$ cat src/rtl/core/abv_pkg.sv
`timescale 1ns / 1ps
// ----------------------------------------------------------------------------
// ACPI blob validator package
// Shared constants, codes, signature lookup and the front-to-back event type.
// ----------------------------------------------------------------------------
package abv_pkg;

  localparam int unsigned HEADER_BYTES = 36;
  localparam int unsigned QDepth       = 4;
  localparam int unsigned QPtrW        = $clog2(QDepth);
  localparam int unsigned QCntW        = $clog2(QDepth + 1);

  typedef enum logic [2:0] {
    ST_OK        = 3'd0,
    ST_BUF_SMALL = 3'd1,
    ST_LEN_OVER  = 3'd2,
    ST_CHECKSUM  = 3'd3,
    ST_SIGNATURE = 3'd4,
    ST_LEN_UNDER = 3'd5,
    ST_TRUNCATED = 3'd6
  } status_e;

  typedef enum logic [2:0] {
    KIND_NFIT = 3'd0,
    KIND_PCAT = 3'd1,
    KIND_SRAT = 3'd2,
    KIND_HMAT = 3'd3,
    KIND_PMTT = 3'd4
  } kind_e;

  // Signatures as captured: byte 0 in the low bits
  localparam logic [31:0] SIG_NFIT = {8'h54, 8'h49, 8'h46, 8'h4E};
  localparam logic [31:0] SIG_PCAT = {8'h54, 8'h41, 8'h43, 8'h50};
  localparam logic [31:0] SIG_SRAT = {8'h54, 8'h41, 8'h52, 8'h53};
  localparam logic [31:0] SIG_HMAT = {8'h54, 8'h41, 8'h4D, 8'h48};
  localparam logic [31:0] SIG_PMTT = {8'h54, 8'h54, 8'h4D, 8'h50};

  typedef struct packed {
    logic  found;
    kind_e kind;
  } kind_hit_t;

  // One record request from the parser to the emitter
  typedef struct packed {
    status_e     status;
    kind_e       kind;
    logic [31:0] length;
    logic        final_rec;
  } evt_t;

  typedef struct packed {
    logic full;
    logic empty;
  } q_stat_t;

  function automatic kind_hit_t sig_lookup(input logic [31:0] sig);
    kind_hit_t hit;
    hit.found = 1'b1;
    hit.kind  = KIND_NFIT;
    priority if (sig == SIG_NFIT) hit.kind = KIND_NFIT;
    else if (sig == SIG_PCAT)     hit.kind = KIND_PCAT;
    else if (sig == SIG_SRAT)     hit.kind = KIND_SRAT;
    else if (sig == SIG_HMAT)     hit.kind = KIND_HMAT;
    else if (sig == SIG_PMTT)     hit.kind = KIND_PMTT;
    else                          hit.found = 1'b0;
    return hit;
  endfunction

endpackage

$ cat src/rtl/core/abv_if.sv
`timescale 1ns / 1ps
// ----------------------------------------------------------------------------
// ACPI blob validator channels
// Byte input, record output and configuration write channels.
// ----------------------------------------------------------------------------
interface abv_in_if;
  logic       valid;
  logic       ready;
  logic [7:0] data_byte;
  logic       end_of_buffer;

  modport source (output valid, output data_byte, output end_of_buffer, input ready);
  modport sink   (input valid, input data_byte, input end_of_buffer, output ready);
endinterface

interface abv_out_if;
  logic        valid;
  logic        ready;
  logic [2:0]  table_kind;
  logic [31:0] start_offset;
  logic [31:0] end_offset;
  logic [2:0]  status;
  logic        final_record;

  modport source (output valid, output table_kind, output start_offset,
                  output end_offset, output status, output final_record,
                  input ready);
  modport sink   (input valid, input table_kind, input start_offset,
                  input end_offset, input status, input final_record,
                  output ready);
endinterface

interface abv_cfg_if;
  logic        valid;
  logic        ready;
  logic [31:0] buffer_length;

  modport source (output valid, output buffer_length, input ready);
  modport sink   (input valid, input buffer_length, output ready);
endinterface

$ cat src/rtl/core/abv_parse.sv
`timescale 1ns / 1ps
// ----------------------------------------------------------------------------
// ACPI blob validator parser
// Tracks header fields, byte sum and error hold; classifies each byte and
// pushes a record request when a table ends or an error is found.
// ----------------------------------------------------------------------------
module abv_parse (
  input  logic                 clk_i,
  input  logic                 rst_ni,
  abv_in_if.sink               in_ch,
  input  logic [31:0]          buf_len_i,
  input  abv_pkg::q_stat_t     q_stat_i,
  output logic                 push_o,
  output abv_pkg::evt_t        push_evt_o
);
  import abv_pkg::*;

  logic [31:0] bit_q, bit_d;
  logic [31:0] len_q, len_d;
  logic [31:0] sig_q, sig_d;
  logic [7:0]  sum_q, sum_d;
  logic [31:0] seen_q, seen_d;
  logic        hold_q, hold_d;

  logic        accept;
  logic        upd;
  logic        emit;
  logic        tbl_done;
  status_e     st;
  logic [31:0] bit_inc;
  logic [31:0] len_n;
  logic [31:0] sig_n;
  logic [7:0]  sum_n;
  logic [4:0]  shamt;
  kind_hit_t   hit;

  assign in_ch.ready = !q_stat_i.full;
  assign accept      = in_ch.valid && in_ch.ready;
  assign bit_inc     = bit_q + 32'd1;
  assign sum_n       = sum_q + in_ch.data_byte;
  assign shamt       = {bit_q[1:0], 3'b000};
  assign hit         = sig_lookup(sig_q);

  always_comb begin
    len_n    = len_q;
    sig_n    = sig_q;
    upd      = 1'b0;
    emit     = 1'b0;
    tbl_done = 1'b0;
    st       = ST_OK;
    if (!hold_q) begin
      if (seen_q == 32'd0 && buf_len_i < 32'(HEADER_BYTES)) begin
        emit = 1'b1;
        st   = ST_BUF_SMALL;
      end else begin
        upd = 1'b1;
        if (bit_q[31:2] == 30'd0) begin
          sig_n = sig_q | ({24'd0, in_ch.data_byte} << shamt);
        end else if (bit_q[31:3] == 29'd0) begin
          len_n = len_q | ({24'd0, in_ch.data_byte} << shamt);
        end
        if (bit_q[31:3] != 29'd0 || bit_q[2:0] == 3'd7) begin
          priority if (bit_q == 32'd7 && len_n < 32'd8) begin
            emit = 1'b1;
            st   = ST_LEN_UNDER;
          end else if (bit_q == 32'd7 && buf_len_i < len_n) begin
            emit = 1'b1;
            st   = ST_LEN_OVER;
          end else if (bit_inc == len_n) begin
            emit = 1'b1;
            priority if (sum_n != 8'd0) st = ST_CHECKSUM;
            else if (!hit.found)        st = ST_SIGNATURE;
            else                        tbl_done = 1'b1;
          end else begin
            emit = 1'b0;
          end
        end
      end
      if (!emit && in_ch.end_of_buffer) begin
        emit = 1'b1;
        st   = ST_TRUNCATED;
      end
    end
  end

  always_comb begin
    bit_d  = bit_q;
    len_d  = len_q;
    sig_d  = sig_q;
    sum_d  = sum_q;
    seen_d = seen_q;
    hold_d = hold_q;
    if (accept) begin
      if (in_ch.end_of_buffer) begin
        // blob ends: return to the fresh stream state
        bit_d  = '0;
        len_d  = '0;
        sig_d  = '0;
        sum_d  = '0;
        seen_d = '0;
        hold_d = 1'b0;
      end else if (!hold_q) begin
        seen_d = seen_q + 32'd1;
        if (upd) begin
          bit_d = bit_inc;
          len_d = len_n;
          sig_d = sig_n;
          sum_d = sum_n;
        end
        if (tbl_done) begin
          bit_d = '0;
          len_d = '0;
          sig_d = '0;
          sum_d = '0;
        end
        if (emit && st != ST_OK) hold_d = 1'b1;
      end
    end
  end

  always_ff @(posedge clk_i or negedge rst_ni) begin
    if (!rst_ni) begin
      bit_q  <= '0;
      len_q  <= '0;
      sig_q  <= '0;
      sum_q  <= '0;
      seen_q <= '0;
      hold_q <= 1'b0;
    end else begin
      bit_q  <= bit_d;
      len_q  <= len_d;
      sig_q  <= sig_d;
      sum_q  <= sum_d;
      seen_q <= seen_d;
      hold_q <= hold_d;
    end
  end

  assign push_o               = accept && !hold_q && emit;
  assign push_evt_o.status    = st;
  assign push_evt_o.kind      = (st == ST_OK) ? hit.kind : KIND_NFIT;
  assign push_evt_o.length    = len_n;
  assign push_evt_o.final_rec = in_ch.end_of_buffer || (st != ST_OK);

endmodule

$ cat src/rtl/core/abv_fifo.sv
`timescale 1ns / 1ps
// ----------------------------------------------------------------------------
// ACPI blob validator event queue
// Short queue of record requests between the parser and the emitter.
// ----------------------------------------------------------------------------
module abv_fifo (
  input  logic              clk_i,
  input  logic              rst_ni,
  input  logic              push_i,
  input  abv_pkg::evt_t     push_evt_i,
  input  logic              pop_i,
  output abv_pkg::evt_t     pop_evt_o,
  output abv_pkg::q_stat_t  stat_o
);
  import abv_pkg::*;

  evt_t             slot_q [QDepth];
  logic [QPtrW-1:0] wr_q, wr_d;
  logic [QPtrW-1:0] rd_q, rd_d;
  logic [QCntW-1:0] cnt_q, cnt_d;
  logic             do_push;
  logic             do_pop;

  assign stat_o.full  = (cnt_q == QCntW'(QDepth));
  assign stat_o.empty = (cnt_q == '0);
  assign do_push      = push_i && !stat_o.full;
  assign do_pop       = pop_i && !stat_o.empty;
  assign pop_evt_o    = slot_q[rd_q];

  always_comb begin
    wr_d  = do_push ? wr_q + QPtrW'(1) : wr_q;
    rd_d  = do_pop ? rd_q + QPtrW'(1) : rd_q;
    cnt_d = cnt_q;
    unique case ({do_push, do_pop})
      2'b10:   cnt_d = cnt_q + QCntW'(1);
      2'b01:   cnt_d = cnt_q - QCntW'(1);
      default: cnt_d = cnt_q;
    endcase
  end

  always_ff @(posedge clk_i) begin
    if (do_push) slot_q[wr_q] <= push_evt_i;
  end

  always_ff @(posedge clk_i or negedge rst_ni) begin
    if (!rst_ni) begin
      wr_q  <= '0;
      rd_q  <= '0;
      cnt_q <= '0;
    end else begin
      wr_q  <= wr_d;
      rd_q  <= rd_d;
      cnt_q <= cnt_d;
    end
  end

endmodule

$ cat src/rtl/core/abv_emit.sv
`timescale 1ns / 1ps
// ----------------------------------------------------------------------------
// ACPI blob validator record emitter
// Keeps the cumulative table length and builds the registered output records.
// ----------------------------------------------------------------------------
module abv_emit (
  input  logic              clk_i,
  input  logic              rst_ni,
  input  abv_pkg::evt_t     evt_i,
  input  abv_pkg::q_stat_t  q_stat_i,
  output logic              pop_o,
  abv_out_if.source         out_ch
);
  import abv_pkg::*;

  logic [31:0] cum_q, cum_d;
  logic        vld_q, vld_d;
  kind_e       kind_q, kind_d;
  status_e     st_q, st_d;
  logic [31:0] start_q, start_d;
  logic [31:0] end_q, end_d;
  logic        fin_q, fin_d;
  logic [31:0] cum_sum;

  assign pop_o   = !q_stat_i.empty && (!vld_q || out_ch.ready);
  assign cum_sum = cum_q + evt_i.length;

  always_comb begin
    cum_d   = cum_q;
    vld_d   = vld_q && !out_ch.ready;
    kind_d  = kind_q;
    st_d    = st_q;
    start_d = start_q;
    end_d   = end_q;
    fin_d   = fin_q;
    if (pop_o) begin
      vld_d  = 1'b1;
      st_d   = evt_i.status;
      fin_d  = evt_i.final_rec;
      kind_d = evt_i.kind;
      if (evt_i.status == ST_OK) begin
        start_d = 32'(HEADER_BYTES) + cum_q;
        end_d   = cum_sum;
        cum_d   = cum_sum;
      end else begin
        start_d = '0;
        end_d   = '0;
      end
      // the stream restarts after any final record
      if (evt_i.final_rec) cum_d = '0;
    end
  end

  always_ff @(posedge clk_i or negedge rst_ni) begin
    if (!rst_ni) begin
      cum_q <= '0;
      vld_q <= 1'b0;
    end else begin
      cum_q <= cum_d;
      vld_q <= vld_d;
    end
  end

  always_ff @(posedge clk_i) begin
    kind_q  <= kind_d;
    st_q    <= st_d;
    start_q <= start_d;
    end_q   <= end_d;
    fin_q   <= fin_d;
  end

  assign out_ch.valid        = vld_q;
  assign out_ch.table_kind   = kind_q;
  assign out_ch.start_offset = start_q;
  assign out_ch.end_offset   = end_q;
  assign out_ch.status       = st_q;
  assign out_ch.final_record = fin_q;

endmodule

$ cat src/rtl/core/acpi_table_blob_validator.sv
`timescale 1ns / 1ps
// ----------------------------------------------------------------------------
// ACPI table blob validator
// Checks a stream of concatenated ACPI tables and reports one record per
// table end or error.
// ----------------------------------------------------------------------------
// Usage: write buffer_length on cfg_ch while idle, then stream the blob one
// byte per in_ch beat, end_of_buffer set on the last byte. out_ch carries one
// record per completed table (kind, data start and end offsets) and one per
// error; after an error the remaining bytes are absorbed up to end_of_buffer.
// Throughput: one byte per cycle while in_ch.ready is high. The parser takes each
// byte as it is accepted; records pass a four-entry queue and a registered emitter
// stage, so a record is written into the queue and then into the output register.
// in_ch.ready drops only when the queue is full, which happens only after the
// receiver has held out_ch.ready low long enough to back up four records plus
// the output register. cfg_ch is always ready.
// Reset clears all stream state and buffer_length to zero; the queue empties.
// ----------------------------------------------------------------------------
module acpi_table_blob_validator (
  input  logic       clk_i,
  input  logic       rst_ni,
  abv_cfg_if.sink    cfg_ch,
  abv_in_if.sink     in_ch,
  abv_out_if.source  out_ch
);
  import abv_pkg::*;

  logic [31:0] buf_len_q;
  logic        push;
  logic        pop;
  evt_t        push_evt;
  evt_t        pop_evt;
  q_stat_t     q_stat;

  assign cfg_ch.ready = 1'b1;

  always_ff @(posedge clk_i or negedge rst_ni) begin
    if (!rst_ni) begin
      buf_len_q <= '0;
    end else if (cfg_ch.valid && cfg_ch.ready) begin
      buf_len_q <= cfg_ch.buffer_length;
    end
  end

  abv_parse u_parse (
    .clk_i      (clk_i),
    .rst_ni     (rst_ni),
    .in_ch      (in_ch),
    .buf_len_i  (buf_len_q),
    .q_stat_i   (q_stat),
    .push_o     (push),
    .push_evt_o (push_evt)
  );

  abv_fifo u_fifo (
    .clk_i      (clk_i),
    .rst_ni     (rst_ni),
    .push_i     (push),
    .push_evt_i (push_evt),
    .pop_i      (pop),
    .pop_evt_o  (pop_evt),
    .stat_o     (q_stat)
  );

  abv_emit u_emit (
    .clk_i    (clk_i),
    .rst_ni   (rst_ni),
    .evt_i    (pop_evt),
    .q_stat_i (q_stat),
    .pop_o    (pop),
    .out_ch   (out_ch)
  );

  a_no_push_full: assert property (@(posedge clk_i) disable iff (!rst_ni)
    push |-> !q_stat.full)
    else $error("record pushed into a full queue");

  a_no_pop_empty: assert property (@(posedge clk_i) disable iff (!rst_ni)
    pop |-> !q_stat.empty)
    else $error("record popped from an empty queue");

  a_err_zero: assert property (@(posedge clk_i) disable iff (!rst_ni)
    (out_ch.valid && out_ch.status != ST_OK) |->
      (out_ch.start_offset == 32'd0 && out_ch.end_offset == 32'd0 &&
       out_ch.table_kind == KIND_NFIT && out_ch.final_record))
    else $error("error record carries nonzero fields");

  a_stall_hold: assert property (@(posedge clk_i) disable iff (!rst_ni)
    (out_ch.valid && !out_ch.ready) |=> !$past(pop))
    else $error("emitter popped while output stalled");

endmodule

$ cat src/flat_wrapper.sv
// flat-port wrapper written by rule: the top's interface ports become plain ports
module acpi_table_blob_validator_flat import abv_pkg::*;
  (clk_i, rst_ni, cfg_ch_valid, cfg_ch_buffer_length, cfg_ch_ready, in_ch_valid, in_ch_data_byte, in_ch_end_of_buffer, in_ch_ready, out_ch_valid, out_ch_table_kind, out_ch_start_offset, out_ch_end_offset, out_ch_status, out_ch_final_record, out_ch_ready);
  abv_cfg_if cfg_ch_i ();
  abv_in_if in_ch_i ();
  abv_out_if out_ch_i ();
  input  logic clk_i;
  input  logic rst_ni;
  input wire logic [$bits(cfg_ch_i.valid)-1:0] cfg_ch_valid;
  input wire logic [$bits(cfg_ch_i.buffer_length)-1:0] cfg_ch_buffer_length;
  output wire logic [$bits(cfg_ch_i.ready)-1:0] cfg_ch_ready;
  input wire logic [$bits(in_ch_i.valid)-1:0] in_ch_valid;
  input wire logic [$bits(in_ch_i.data_byte)-1:0] in_ch_data_byte;
  input wire logic [$bits(in_ch_i.end_of_buffer)-1:0] in_ch_end_of_buffer;
  output wire logic [$bits(in_ch_i.ready)-1:0] in_ch_ready;
  output wire logic [$bits(out_ch_i.valid)-1:0] out_ch_valid;
  output wire logic [$bits(out_ch_i.table_kind)-1:0] out_ch_table_kind;
  output wire logic [$bits(out_ch_i.start_offset)-1:0] out_ch_start_offset;
  output wire logic [$bits(out_ch_i.end_offset)-1:0] out_ch_end_offset;
  output wire logic [$bits(out_ch_i.status)-1:0] out_ch_status;
  output wire logic [$bits(out_ch_i.final_record)-1:0] out_ch_final_record;
  input wire logic [$bits(out_ch_i.ready)-1:0] out_ch_ready;
  assign cfg_ch_i.valid = cfg_ch_valid;
  assign cfg_ch_i.buffer_length = cfg_ch_buffer_length;
  assign cfg_ch_ready = cfg_ch_i.ready;
  assign in_ch_i.valid = in_ch_valid;
  assign in_ch_i.data_byte = in_ch_data_byte;
  assign in_ch_i.end_of_buffer = in_ch_end_of_buffer;
  assign in_ch_ready = in_ch_i.ready;
  assign out_ch_valid = out_ch_i.valid;
  assign out_ch_table_kind = out_ch_i.table_kind;
  assign out_ch_start_offset = out_ch_i.start_offset;
  assign out_ch_end_offset = out_ch_i.end_offset;
  assign out_ch_status = out_ch_i.status;
  assign out_ch_final_record = out_ch_i.final_record;
  assign out_ch_i.ready = out_ch_ready;
  acpi_table_blob_validator u_core (.clk_i(clk_i), .rst_ni(rst_ni), .cfg_ch(cfg_ch_i), .in_ch(in_ch_i), .out_ch(out_ch_i));
endmodule
$ cat config.mk
export PLATFORM = sky130hd
export DESIGN_NAME = acpi_table_blob_validator_flat
export DESIGN_NICKNAME = d
export VERILOG_FILES = /design/src/rtl/core/abv_pkg.sv /design/src/rtl/core/abv_if.sv /design/src/rtl/core/abv_parse.sv /design/src/rtl/core/abv_fifo.sv /design/src/rtl/core/abv_emit.sv /design/src/rtl/core/acpi_table_blob_validator.sv /design/src/flat_wrapper.sv
export SDC_FILE = /design/constraint.sdc
export NUM_CORES = 1
export LEC_CHECK = 0
export BUFFER_PORTS_ARGS = -buffer_cell sky130_fd_sc_hd__buf_2
export CAP_MARGIN = 0
export CELL_PAD_IN_SITES_DETAIL_PLACEMENT = 1
export CELL_PAD_IN_SITES_GLOBAL_PLACEMENT = 1
export CORE_ASPECT_RATIO = 0.75
export CORE_MARGIN = 2
export CORE_UTILIZATION = 50
export CTS_BUF_LIST = sky130_fd_sc_hd__clkbuf_16
export DETAILED_ROUTE_END_ITERATION = 16
export PLACE_DENSITY_LB_ADDON = 0.1
export SLEW_MARGIN = 40
export SYNTH_ARGS = -nofsm -noshare
export SYNTH_HDL_FRONTEND = slang
export SYNTH_SLANG_ARGS = --single-unit
$ cat constraint.sdc
create_clock -name clk_i -period 7.8 [get_ports clk_i]
set_clock_uncertainty 0.1 [all_clocks]
set_input_delay 0.39 -clock clk_i [delete_from_list [all_inputs] [get_ports clk_i]]
set_output_delay 0.39 -clock clk_i [all_outputs]
set_load 0.005 [all_outputs]
Word-level counts from Yosys, hierarchy flattened
Memory sizes are Yosys's and may differ from the RTL's.
Index checks and enable logic that the tools add are counted.
- reductions and logical operators: 38
- shift operators: 1
- equality and inequality tests: 13
- add/subtract/negate cells: 9
- bitwise operators: 2
- muxes and demuxes: 73
- magnitude comparators: 3
- operators with widths (operator ; number):
    32-bit two-way mux ; 24
    32-bit by 31-bit == test with 1-bit output (second input constant) ; 5
    32-bit by 1-bit adder with 32-bit output (second input constant) ; 2
    32-bit bitwise OR ; 2
    3-bit two-way mux ; 15
    32-bit adder ; 1
    6-bit by 32-bit adder with 32-bit output (first input constant) ; 1
    32-bit by 3-bit == test with 1-bit output (second input constant) ; 1
    32-bit == test ; 1
    32-bit logical NOT ; 1
    32-bit less-than comparator ; 1
    32-bit by 4-bit less-than comparator with 1-bit output (second input constant) ; 1
    32-bit by 6-bit less-than comparator with 1-bit output (second input constant) ; 1
    8-bit two-way mux ; 4
    8-bit by 5-bit << shifter with 32-bit output ; 1
    30-bit logical NOT ; 1
    29-bit logical NOT ; 1
    1-bit two-way mux ; 29
    29-bit nonzero test ; 1
    1-bit logical AND ; 12
    3-bit logical NOT ; 3
    3-bit nonzero test ; 3
    8-bit adder ; 1
    8-bit nonzero test ; 1
    other kinds (15) ; 26
- output and inout bits: 74
- input bits: 46
- word-level logic and storage cells: 157
- register bits: 280
- RAM bits: 156
- memories: 1
- memory list (memory ; depth ; width ; read ports ; clocked after memory_dff ; write ports ; line ; text):
    u_core.u_fifo.slot_q ; 4 ; 39 ; 1 ; 0 ; 1 ; abv_fifo.sv:17 ; evt_t slot_q [QDepth];

Logic depth before layout (Yosys ltp)
- depth in word-level cells: 22
- gate-level depth with buffers: 24
- mapped depth without buffers: 22

Cells and area by module
Synthesis repeated with hierarchy kept, for this count alone.
- cell total of the unflattened synthesis: 1978
- area total of the unflattened synthesis: 23288.6 µm²
- modules (own cells, without submodules) (module ; cells each ; times used ; area each (µm²) ; sequential area each (µm²)):
    abv_parse ; 1122 ; 1 ; 9935.8 ; 3428.3
    abv_fifo ; 241 ; 1 ; 6099.6 ; 4859.7
    abv_emit ; 545 ; 1 ; 5896.9 ; 2957.8
    acpi_table_blob_validator ; 70 ; 1 ; 1356.3 ; 800.8

Worst setup path before layout
No wires, ideal clock.
- kind: register to register
- start point: register u_core.u_fifo.cnt_q[0]
- end point: register u_core.u_fifo.cnt_q[2]
- arrival time: 5.581 ns
- path buffers: 0
- clock period less this slack: 5.760 ns
- setup time: 0.079 ns
- setup slack: 2.040 ns
- cell stages (with the launch flop): 9
- data required time: 7.621 ns
- path through: dfrtp_1 nor3_1 a21oi_1 ha_1 inv_1 fa_1 xor2_1 nor2_1 xor2_1
- elaborated cells between the ends (all ways): 16
- classes of those cells: 2 x add/sub; 3 x eq/ne; 1 x mux; 10 x reduce/logical
- RTL lines (what ; line ; text):
    start: declaration ; abv_fifo.sv:20 ; logic [QCntW-1:0] cnt_q, cnt_d;
    start signal: assignment ; abv_fifo.sv:53 ; cnt_q <= cnt_d;
    3-bit logical NOT * ; abv_fifo.sv:25 ; assign stat_o.empty = (cnt_q == '0);
    1-bit logical NOT * ; abv_emit.sv:25 ; assign pop_o = !q_stat_i.empty && (!vld_q || out_ch.ready);
    1-bit logical AND * ; abv_emit.sv:25 ;
    via u_core.pop ; acpi_table_blob_validator.sv:30 ; logic pop;
    1-bit logical AND * ; abv_fifo.sv:27 ; assign do_pop = pop_i && !stat_o.empty;
    2-bit by 1-bit == test with 1-bit output / 2-bit == test (equally long branches) ; abv_fifo.sv:34 ; unique case ({do_push, do_pop})
    3-bit case mux with 2 select lines / 2-bit nonzero test (equally long branches) ; - ;
The timed path passes the listed nets; every way through them passes the cells marked *.
A chain may end at the register's enable or synchronous reset.

Worst setup path in the final report
- start point: register u_core.u_parse.bit_q[13]
- end point: register u_core.u_fifo.cnt_q[2]
- longest elaborated chain between the ends: 20
- elaborated cells between the ends (all ways): 31
- classes of those cells: 1 x add/sub; 2 x order compare; 4 x eq/ne; 13 x mux; 11 x reduce/logical
- RTL lines (what ; line ; text):
    start: declaration ; abv_parse.sv:18 ; logic [31:0] bit_q, bit_d;
    start signal: assignment ; abv_parse.sv:130 ; bit_q <= bit_d;
    29-bit logical NOT ; abv_parse.sv:59 ; end else if (bit_q[31:3] == 29'd0) begin
    32-bit two-way mux ; abv_parse.sv:59 ;
    32-bit two-way mux ; abv_parse.sv:57 ; if (bit_q[31:2] == 30'd0) begin
    32-bit two-way mux ; abv_parse.sv:52 ; if (seen_q == 32'd0 && buf_len_i < 32'(HEADER_BYTES)) begin
    32-bit two-way mux ; abv_parse.sv:51 ; if (!hold_q) begin
    32-bit less-than comparator / 32-bit == test (equally long branches) ; abv_parse.sv:66, abv_parse.sv:69 ;
    1-bit logical AND / 1-bit two-way mux (equally long branches) ; abv_parse.sv:66, abv_parse.sv:69 ;
    1-bit two-way mux ; abv_parse.sv:66 ; end else if (bit_q == 32'd7 && buf_len_i < len_n) begin
    [4 not listed] ; - ;
    1-bit logical NOT ; abv_parse.sv:79 ; if (!emit && in_ch.end_of_buffer) begin
    1-bit logical AND ; abv_parse.sv:79 ;
    1-bit two-way mux * ; abv_parse.sv:79 ;
    1-bit two-way mux * ; abv_parse.sv:51 ;
    1-bit logical AND * ; abv_parse.sv:139 ; assign push_o = accept && !hold_q && emit;
    1-bit logical AND * ; abv_fifo.sv:26 ; assign do_push = push_i && !stat_o.full;
    2-bit by 1-bit == test with 1-bit output / 2-bit == test (equally long branches) ; abv_fifo.sv:34 ;
    3-bit case mux with 2 select lines / 2-bit nonzero test (equally long branches) ; - ;
Every way passes the cells marked *; elsewhere a longest branch is shown, timed or not. The select of a mux whose other input is x is not followed.

==> metrics <==
Std-Cell Core Area 43680 sq um; Setup Viol. Count Final 0; # IOs between 100 and 150; Slew Limit Fails 0; internal cell power about 0.0055 W; Num Clock Sinks 436; DR DRC count 0; outcome completed; crit start category flip-flop; GRT Total Usage 29.37%; Gate power share between 30% and 40%; Synth cell types 79; row count 66; full die area 46310 sq um; vias per cell roughly 6.3; pre-CTS setup slack 1.903 ns; async set-or-reset flop fraction in the synthesized netlist about 48%; post-DR wirelength/cell about 25 um; fin crit share between 70% and 80%; post-synthesis cell count 1938; clock network power share between 20% and 30%; post-route ant nets 0; Yosys top cell area share 30.58%; Clock transition at path regs 0.06 ns; Sw Pwr approximately 0.0033 W; CTS resizes 0; Port Buffers approximately 120; HPWL reported at the end of detailed placement ~47 mm; relative slew slack between 40% and 50%; Root Buffer clkbuf_16; Sw Ratio 37.26%; Finished Layout Cells roughly 2.7k; Mapped Nets slightly above 2k; static leakage a little over 10 nW; Initial Util ~51%; Most Frequent Cell on Critical Path inv_1; Worst-Skew Late Latency 0.58 ns; nets@finish approximately 2.2k; most used flip-flop cell after synthesis edfxtp_1; crit path kind flip-flop to flip-flop; Critical Path AT between 6 and 7 ns; kind of cell adding the most delay to the critical path compound AO/OA/AOI/OAI gates; worst vdd ir ~0.22 mV; crit path cell chain nor4_2, and4_1, and3_1, a21o_1, inv_1, ha_1, and4_1, a221oi_1, o211ai_1, o31ai_1, o2111ai_1, nand2_1, nor3_1, a21oi_2, inv_1, ha_1, inv_1, fa_1, xor2_1, nor2_1, xor2_1; placed cells approximately 2.6k; Post-synth EDFFs 227; Routed Wire Length around 67 mm; Syn. warnings 0; syn avg cell area ~12 sq um; grt ovf 0; TritonRoute pass-1 iters 5; Power Density between 300 and 400 nW/um^2; share of layout cells above drive strength 1 between 10% and 20%; Synth area leader edfxtp_1; Bufs and invs on worst path 3; HP Class input port to flip-flop; via count 16.79k; power share of the sequential group 37.8%; Iter 0 DRT Violations around 1.5k; Crit path largest cell delay 0.57 ns; slowest CP cell and4_1; maximum fanout along the worst path 12; htree depth 2; Clock Path Buffers 3; fin crit period 6.053 ns; RSZ-0062 raised after global routing false; Tightest Pin Transition slightly below 0.9 ns; pin count of the biggest net entering global routing roughly 110; post-CTS setup buffer count 0; synth-to-layout area growth 13.45%; count of final hold-check violations 0; Mapped Area around 22000 sq um; first-pass GRT wire length approximately 110 mm; Worst setup EP type flip-flop; CTS hold repair buffers 34; chip height 186.9 um; Worst EP required around 8 ns; vias in the first global route ~17k; die width around 250 um; Num CTS Buffers 46; Seq cells post-synth roughly 440; Worst Setup Slack, final ~1.7 ns; CTS tree built; synth top area cells edfxtp_1, dfrtp_1, ha_1; Seq/Total Area, Yosys between 50% and 60%; Placer Congestion 0.9627; antenna violations before repair 1; total negative slack 0 ns; Max Fclk roughly 170 MHz; max capacitance violation total 0
[power by group through the flow]
stage                     clock, W  combinational, W  sequential (W)
after floorplan                  0           0.00221         0.00326
after global placement           0           0.00303         0.00334
after detailed placement         0           0.00318         0.00337
after CTS                  0.00226           0.00324         0.00333
after global routing       0.00235           0.00360         0.00339
final                      0.00224           0.00326         0.00333
[worst paths after layout]
check | slack [ns] | end | depth (start not counted) | start
setup / recovery | 1.75 | u_core.u_fifo.cnt_q[2]$_DFFE_PN0P_ | 21 | u_core.u_parse.bit_q[13]$_DFFE_PN0P_
hold / removal | 0.14 | u_core.u_parse.seen_q[1]$_DFFE_PN0P_ | 4 | in_ch_valid
setup reg to reg | 1.75 | u_core.u_fifo.cnt_q[2]$_DFFE_PN0P_ | 21 | u_core.u_parse.bit_q[13]$_DFFE_PN0P_
hold reg to reg | 0.39 | u_core.u_parse.sum_q[2]$_DFFE_PN0P_ | 2 | u_core.u_parse.sum_q[2]$_DFFE_PN0P_
max in group asynchronous | 6.18 | u_core.buf_len_q[25]$_DFFE_PN0P_ | 3 | rst_ni
min in group asynchronous | 0.30 | u_core.u_parse.seen_q[22]$_DFFE_PN0P_ | 2 | rst_ni
[layout make-up]
class,count,area (sq um)
tap,578,723.2
inverter,46,172.7
fill,4557,18390
timing repair buffer,170,1094
clock buffer,48,1201
antenna,1,2.502
clock inverter,38,319.1
sequential,436,12050
multi-input combinational,1357,9732
[flip-flops by register name (all words and copies together) (netlist names)]
register,count
u_core.u_fifo.rd_q,2
u_core.u_parse.sum_q,8
u_core.u_fifo.slot_q,156
u_core.u_parse.hold_q,1
u_core.u_emit.out_ch.valid,1
u_core.u_emit.out_ch.start_offset,32
u_core.u_emit.out_ch.end_offset,32
u_core.u_emit.out_ch.final_record,1
u_core.u_parse.sig_q,32
u_core.u_fifo.wr_q,2
u_core.u_fifo.cnt_q,3
u_core.u_parse.bit_q,32
u_core.u_parse.seen_q,32
u_core.u_emit.out_ch.table_kind,3
u_core.u_emit.out_ch.status,3
u_core.u_emit.cum_q,32
u_core.buf_len_q,32
u_core.u_parse.len_q,32
[cell usage after synthesis, types with 5 or more instances]
| library cell | instances |
|---|---|
| a41oi_1 | 11 |
| nor4_2 | 7 |
| nand2_1 | 155 |
| nor2b_1 | 10 |
| mux2_2 | 33 |
| o31ai_1 | 19 |
| mux2i_1 | 8 |
| mux4_2 | 39 |
| buf_2 | 13 |
| or4_1 | 5 |
| and4_1 | 26 |
| clkbuf_1 | 71 |
| nor3b_1 | 5 |
| or3_1 | 24 |
| inv_1 | 46 |
| ha_1 | 79 |
| buf_1 | 10 |
| a21oi_1 | 105 |
| o21ai_0 | 82 |
| edfxtp_1 | 227 |
| o21bai_1 | 7 |
| nand4_1 | 41 |
| o21a_1 | 10 |
| a22o_1 | 31 |
| a31oi_1 | 18 |
| xor2_1 | 68 |
| xnor2_1 | 70 |
| o211ai_1 | 7 |
| nand3_1 | 52 |
| a21o_1 | 53 |
| or2_2 | 7 |
| nor4_1 | 46 |
| dfrtp_1 | 209 |
| and3_1 | 33 |
| a211oi_1 | 8 |
| nor2_1 | 162 |
| and2_1 | 24 |
| nor3_1 | 39 |
| nor4b_1 | 7 |
[logic make-up after synthesis]
logic type,share of synthesized area (%)
mux,5.966
simple gates,15.84
buf+inv,2.632
fa+ha+maj,4.703
flops,54.04
other cells,0.01682
xor+xnor,5.523
compound gates,11.28
[cell usage in the layout, fill, tap and decap left out, types with 34 or more instances in the layout]
cell type,n
edfxtp_1,227
dfrtp_1,208
nor2_1,160
nand2_1,155
buf_2,117
a21oi_1,104
o21ai_0,81
ha_1,79
xnor2_1,70
xor2_1,68
inv_1,58
a21o_1,53
nand3_1,51
clkbuf_16,49
nor4_1,43
nand4_1,41
mux4_2,39
nor3_1,38
dlygate4sd3_1,34
[worst min-delay path: stages]
cell	delay, ns
buf_2	0.10
nand2_1	0.12
nand2_1	0.09
o21ai_0	0.06
[through the flow]
stage / total power, W / instance area, sq um / utilization [%] / hold WS (ns)
finish: 0.008828 / 25290 / 57.90 / 0.1434
global route: 0.009347 / 25290 / 57.89 / 0.1944
CTS: 0.008840 / 25260 / 57.83 / 0.1315
detailed placement: 0.006546 / 23400 / 53.57 / 0.3213
global placement: 0.006369 / 23360 / 53.48 / 0.3673
floorplan: 0.005475 / 22290 / - / -0.005591
[per-layer routing]
layer / vias to the layer above / track usage [%] / share of wire, %
met2: 533 / 44.54 / 45
met1: 8671 / 44.28 / 46
met3: 94 / 5.337 / 6.8
met5: - / 0 / 0
met4: 0 / 5.919 / 1.7
li1: 7490 / - / -
Power figures use the tool's default switching activity.
